`src/rtl/core/psbu_pkg.sv`:
```
// Shared types, constants and functions of the palette shade upscaler.
`timescale 1ns / 1ps
package psbu_pkg;

  localparam int SRC_WIDTH    = 640;
  localparam int SRC_HEIGHT   = 480;
  localparam int PALETTE_SIZE = 256;
  localparam int FRAME_PIXELS = SRC_WIDTH * SRC_HEIGHT;
  localparam int FRAME_AW     = $clog2(FRAME_PIXELS);
  localparam int PAL_AW       = $clog2(PALETTE_SIZE);
  localparam int XW           = $clog2(SRC_WIDTH);
  localparam int YW           = $clog2(SRC_HEIGHT);
  localparam int SRC_MAX      = (SRC_WIDTH > SRC_HEIGHT) ? SRC_WIDTH : SRC_HEIGHT;
  localparam int CW           = (XW > YW) ? XW : YW;
  localparam int PROD_W       = 13 + $clog2(SRC_MAX + 1);
  localparam int DIV_NUM_W    = PROD_W + 15;
  localparam int DIV_CNT_W    = $clog2(DIV_NUM_W + 1);
  localparam int SIZE_W       = 13;
  localparam int F_W          = CW + 16;
  localparam int QDEPTH       = 4;
  localparam int QAW          = $clog2(QDEPTH);
  localparam int RECIP_100    = 1342177;  // floor(2^27 / 100)
  localparam int RECIP_SH     = 27;
  localparam logic [7:0] ALPHA = 8'hFF;

  typedef enum logic [1:0] {
    CMD_SHADE   = 2'd0,
    CMD_PALETTE = 2'd1,
    CMD_READ    = 2'd2,
    CMD_NONE    = 2'd3
  } cmd_e;

  typedef enum logic [1:0] {
    OP_SHADE,
    OP_PALETTE,
    OP_READ
  } op_e;

  typedef enum logic [2:0] {
    REG_ROT_COS = 3'd0,
    REG_ROT_SIN = 3'd1,
    REG_DRIFT   = 3'd2,
    REG_OUT_W   = 3'd3,
    REG_OUT_H   = 3'd4
  } reg_e;

  typedef enum logic [3:0] {
    ST_IDLE,
    ST_SH_MUL,
    ST_SH_SUM,
    ST_SH_RCP,
    ST_SH_FIX,
    ST_SH_PAL,
    ST_SH_WR,
    ST_RD_DIV,
    ST_RD_MAP,
    ST_RD_FETCH,
    ST_RD_BLEND,
    ST_RD_OUT
  } state_e;

  typedef struct packed {
    logic signed [15:0] rot_cos;
    logic signed [15:0] rot_sin;
    logic [15:0]        drift;
    logic [SIZE_W-1:0]  out_w;
    logic [SIZE_W-1:0]  out_h;
  } cfg_t;

  typedef struct packed {
    op_e                op;
    logic [18:0]        idx;
    logic signed [13:0] ca;
    logic signed [13:0] sa;
    logic [23:0]        color;
    logic [11:0]        ox;
    logic [11:0]        oy;
  } item_t;

  typedef logic [7:0] bright_tab_t [256];

  function automatic bright_tab_t bright_init();
    bright_tab_t tab;
    for (int k = 0; k < 256; k++) begin
      tab[k] = 8'((11475 + 55 * k) / 100);
    end
    return tab;
  endfunction

  localparam bright_tab_t BRIGHT_ROM = bright_init();

  // One 8-bit channel of a weighted mix, weight t of 256 on b.
  function automatic logic [7:0] blend_ch(logic [7:0] a, logic [7:0] b, logic [7:0] t);
    logic [8:0]  s;
    logic [16:0] acc;
    s   = 9'd256 - {1'b0, t};
    acc = 17'(a) * 17'(s) + 17'(b) * 17'(t);
    return acc[15:8];
  endfunction

  function automatic logic [23:0] blend_px(logic [23:0] a, logic [23:0] b, logic [7:0] t);
    return {blend_ch(a[23:16], b[23:16], t), blend_ch(a[15:8], b[15:8], t),
            blend_ch(a[7:0], b[7:0], t)};
  endfunction

  // Source position from a divider quotient: drop the half-pixel bias, clamp to the edge.
  function automatic logic [F_W-1:0] map_frac(logic [DIV_NUM_W-1:0] q,
                                              logic [DIV_NUM_W-1:0] fmax);
    logic [DIV_NUM_W-1:0] t;
    t = q - DIV_NUM_W'(32768);
    if (q < DIV_NUM_W'(32768)) begin
      return '0;
    end else if (t > fmax) begin
      return fmax[F_W-1:0];
    end
    return t[F_W-1:0];
  endfunction

endpackage

```
`src/rtl/core/psbu_front.sv`:
```
// Front end: accept transactions, sort them into operations, queue them.
`timescale 1ns / 1ps
module psbu_front (
  input  logic                 clk_i,
  input  logic                 rst_ni,
  input  logic                 in_valid_i,
  output logic                 in_ready_o,
  input  logic [1:0]           command_i,
  input  logic [18:0]          entry_index_i,
  input  logic signed [13:0]   cos_sum_i,
  input  logic signed [13:0]   sin_sum_i,
  input  logic [23:0]          palette_color_i,
  input  logic [11:0]          out_x_i,
  input  logic [11:0]          out_y_i,
  output logic                 item_valid_o,
  output psbu_pkg::item_t      item_o,
  input  logic                 item_pop_i
);

  psbu_pkg::item_t    mem_q [psbu_pkg::QDEPTH];
  logic [psbu_pkg::QAW-1:0] wr_ptr_q, rd_ptr_q;
  logic [psbu_pkg::QAW:0]   cnt_q;
  psbu_pkg::item_t    item_d;
  logic               keep;
  logic               push, pop;

  // Drop out-of-range indexes and the unused command here.
  always_comb begin
    item_d.idx   = entry_index_i;
    item_d.ca    = cos_sum_i;
    item_d.sa    = sin_sum_i;
    item_d.color = palette_color_i;
    item_d.ox    = out_x_i;
    item_d.oy    = out_y_i;
    item_d.op    = psbu_pkg::OP_READ;
    keep         = 1'b0;
    case (command_i)
      psbu_pkg::CMD_SHADE: begin
        item_d.op = psbu_pkg::OP_SHADE;
        keep      = 32'(entry_index_i) < psbu_pkg::FRAME_PIXELS;
      end
      psbu_pkg::CMD_PALETTE: begin
        item_d.op = psbu_pkg::OP_PALETTE;
        keep      = 32'(entry_index_i) < psbu_pkg::PALETTE_SIZE;
      end
      psbu_pkg::CMD_READ: begin
        item_d.op = psbu_pkg::OP_READ;
        keep      = 1'b1;
      end
      default: keep = 1'b0;
    endcase
  end

  assign in_ready_o   = cnt_q != (psbu_pkg::QAW + 1)'(psbu_pkg::QDEPTH);
  assign push         = in_valid_i && in_ready_o && keep;
  assign item_valid_o = cnt_q != '0;
  assign pop          = item_pop_i && item_valid_o;
  assign item_o       = mem_q[rd_ptr_q];

  always_ff @(posedge clk_i or negedge rst_ni) begin
    if (!rst_ni) begin
      wr_ptr_q <= '0;
      rd_ptr_q <= '0;
      cnt_q    <= '0;
    end else begin
      if (push) wr_ptr_q <= wr_ptr_q + 1'b1;
      if (pop)  rd_ptr_q <= rd_ptr_q + 1'b1;
      if (push && !pop)      cnt_q <= cnt_q + 1'b1;
      else if (pop && !push) cnt_q <= cnt_q - 1'b1;
    end
  end

  always_ff @(posedge clk_i) begin
    if (push) mem_q[wr_ptr_q] <= item_d;
  end

endmodule

```
`config.mk`:
```
export PLATFORM = sky130hd
export DESIGN_NAME = psbu_front
export DESIGN_NICKNAME = d
export VERILOG_FILES = /design/src/rtl/core/psbu_pkg.sv /design/src/rtl/core/psbu_front.sv
export SDC_FILE = /design/constraint.sdc
export NUM_CORES = 1
export LEC_CHECK = 0
export ABC_CLOCK_PERIOD_IN_PS = 3600
export BUFFER_PORTS_ARGS = -buffer_cell sky130_fd_sc_hd__clkbuf_2
export CAP_MARGIN = 20
export CORE_MARGIN = 5
export CORE_UTILIZATION = 45
export DETAILED_ROUTE_END_ITERATION = 12
export SLEW_MARGIN = 20
export SYNTH_ARGS = -nofsm -noshare
export SYNTH_HDL_FRONTEND = slang
export SYNTH_SLANG_ARGS = --single-unit
export TNS_END_PERCENT = 30
```
`constraint.sdc`:
```
create_clock -name clk_i -period 3.6 [get_ports clk_i]
set_clock_uncertainty 0.2 [all_clocks]
set_input_delay 0.72 -clock clk_i [delete_from_list [all_inputs] [get_ports clk_i]]
set_output_delay 0.72 -clock clk_i [all_outputs]
set_load 0.01 [all_outputs]
```
==> flow_summary.toml <==
[grt]
gr-total-overflow = 0
met1_usage_pct = 22.5
top_usage_layer = "met2"
grtUsageMet2_pct = 25.4
use_met3_pct = 4.31
antenna_found_initial = 3
gr-usage-all-layers_pct = 16.0
grt_max_degree = 72
grt_pass1_vias = 7137
grt_pass1_wl_um = 43700

[worst_setup_path]
path_buf_inv = 2
crit_path_max_incr_delay_ns = 0.61
critPathSlowestCell = "mux4_2"
critPathLaunchType = "register"
crit_family = "multiplexers"
cp.arrival_ns = 2.19
r2r_slack_ns = 1.15
critical_path.cell_chain = "buf_12 > mux4_2 > clkbuf_2"
critical_path_depth = 3
endpoint_kind = "output pin"
critPathRequiredTime_ns = 2.68
critPathKind = "register to output pin"
rr_endpoint = "cnt_q[1]"
worstReg2RegStart = "cnt_q[0]"
crit_fanout = 61
endpoint = "item_o[24]"
crit_start = "rd_ptr_q[0]"
r2r_cells = 7

[clocking]
cts_buffers = 41
clock_sinks = 395
root_buffer = "clkbuf_16"
htree_levels = 2
clk_pin_slew_ns = 0.06
cts-hold-fix-buffers = 1
post-cts-setup-buffers = 0
tritoncts = "yes"
clk_path_buf_depth = 3
cts_resized = 0
worstSkewPairLatency_ns = 0.51

[floorplanning]
io_pins = 200
core-area_um2 = 31600
die_h_um = 189
start_util_pct = 45.6
fp.dieW_um = 189
floorplan.rows = 65
die_area_um2 = 35800

[pwr]
sw_frac_of_total_pct = 27.5
p_int_mw = 9.49
power_frac_seq_pct = 43.6
p_leak_nw = 5.90
p_clk_share_pct = 29.8
power_frac_comb_pct = 26.6
peakVddDrop_uv = 571
power_density_nw_per_um2 = 753
switchingPower_mw = 3.60

[finish]
layout.nets = 895
finalInstanceArea_um2 = 17400
layout-drive-gt1-share_pct = 46.1
syn2layout_area_growth_pct = 20.4

[flow_run]
cap_violations = 0

[placement]
place.port_buffers = 199
pre_cts_ws_ns = 0.204
dpl_cell_area_um2 = 16100
dpl.hpwl_um = 18100
gp_congestion = 0.736

[sta]
setup_tns_ns = 0
fin_crit_ns = 3.11
final-setup-viol-count = 0
rsz0062_at_grt = "no"
fmax_mhz = 322
hold_viol_final = 0
tightest_slew_ns = 0.559
relSlewSlack_pct = 62.8
finalCritPeriodShare_pct = 86.4
fin_ws_ns = 0.491
slew_viol_final = 0

[yosys]
syn_nets = 659
ys_ff_latch = 395
synth.avg_cell_area_um2 = 26.2
yosys_warnings = 0
ys_types = 27
synth_area_um2 = 14400
syn_inst = 552
ys_seq_area_share_pct = 81.9

[routing]
first_pass_iters = 4
via_count = 6536
antenna_left = 0
routedWlPerCell_um = 23.3
post_drt_via_cell_ratio = 5.36
drc_errors = 0
wl_um = 28400
drt_iter0_drc = 392

[outcome]
outcome = "finished, final reports clean"

[worst_hold_path]
hp-class = "input port to register"
## kinds of logic after synthesis
kind of cell | after synthesis | synth area share, %
flip-flops | 395 | 81.9
multiplexers | 99 | 15.3
buffers and inverters | 26 | 0.832
AND/OR/NAND/NOR | 17 | 0.806
XOR/XNOR | 6 | 0.364
adder cells (fa/ha/maj) | 6 | 0.572
AO/OA/AOI/OAI | 3 | 0.225
## placed cells by master, fill, tap and decap left out, types with 3 or more instances in the layout
| master | count |
|---|---|
| clkinv_2 | 3 |
| clkbuf_16 | 43 |
| inv_1 | 3 |
| mux4_2 | 97 |
| clkinv_1 | 11 |
| buf_4 | 4 |
| ha_1 | 5 |
| edfxtp_1 | 388 |
| clkbuf_1 | 7 |
| buf_12 | 12 |
| xnor2_1 | 4 |
| and2_4 | 4 |
| clkbuf_2 | 199 |
| dfrtp_1 | 5 |
## Yosys cell counts
library cell    n  area share [%]
edfxtp_1      388              81
mux4_2         97              15
buf_2          12            0.42
clkbuf_1        9            0.23
dfrtp_1         7             1.2
ha_1            5            0.43
and2_2          4            0.21
xnor2_1         4            0.24
inv_1           3           0.078
buf_4           2            0.10
nand2_1         2           0.052
nand3_1         2           0.069
nor4_2          2            0.17
xor2_1          2            0.12
a211oi_1        1           0.052
a211oi_4        1            0.14
a21oi_1         1           0.035
and2b_1         1           0.052
fa_1            1            0.14
mux2_2          1           0.078
mux2_4          1            0.10
nand2b_1        1           0.043
nand4_1         1           0.043
nor2_1          1           0.026
nor3_1          1           0.035
or3_1           1           0.043
or3b_2          1           0.061
## flip-flops by register name, indices dropped and copies added (netlist names)
signal / count
cnt_q: 3
wr_ptr_q: 2
rd_ptr_q: 2
mem_q: 388
## cell type report
cell class / instances / area, µm²
Fill cell: 2395 / 14300
Inverter: 3 / 11.3
Sequential cell: 395 / 11800
Clock inverter: 20 / 149
Tap cell: 402 / 503
Clock buffer: 50 / 1100
Timing Repair Buffer: 216 / 1280
Multi-Input combinational cell: 131 / 2500
Antenna cell: 2 / 5.00
## power groups by stage
stage,registers (mW),logic (mW),clock network (mW)
2_1_floorplan,5.68,2.27,0
3_3_place_gp,5.79,3.56,0
3_5_place_dp,5.81,3.60,0
4_1_cts,5.72,3.62,4.01
5_1_grt,5.75,3.79,4.23
6_report,5.71,3.48,3.90
## stage by stage
step | hold WS, ns | util [%] | std cells | power, mW
floorplan | 0.224 | - | 552 | 7.95
global placement | 0.269 | 50.9 | 1146 | 9.35
detailed placement | 0.284 | 50.9 | 1146 | 9.42
CTS | 0.198 | 54.9 | 1217 | 13.3
global route | 0.203 | 54.9 | 1218 | 13.8
finish | 0.222 | 54.9 | 1219 | 13.1
## metal layers
layer,up-vias,wire length [µm]
met2,208,13800
met1,3426,12000
met5,-,27
met3,43,2040
li1,2855,-
met4,4,434
## how the worst min path moves through the flow
stage | start | cells after the start | slack, ns | endpoint
finish | cos_sum_i[13] | 1 | 0.22 | mem_q[2][75]
global route | palette_color_i[10] | 1 | 0.20 | mem_q[1][34]
CTS | out_y_i[3] | 1 | 0.20 | mem_q[0][3]
detailed placement | cnt_q[2] | 1 | 0.28 | cnt_q[2]
global placement | cnt_q[2] | 1 | 0.27 | cnt_q[2]
floorplan | rst_ni | 0 | 0.22 | cnt_q[0]
Power figures use the tool's default switching activity.
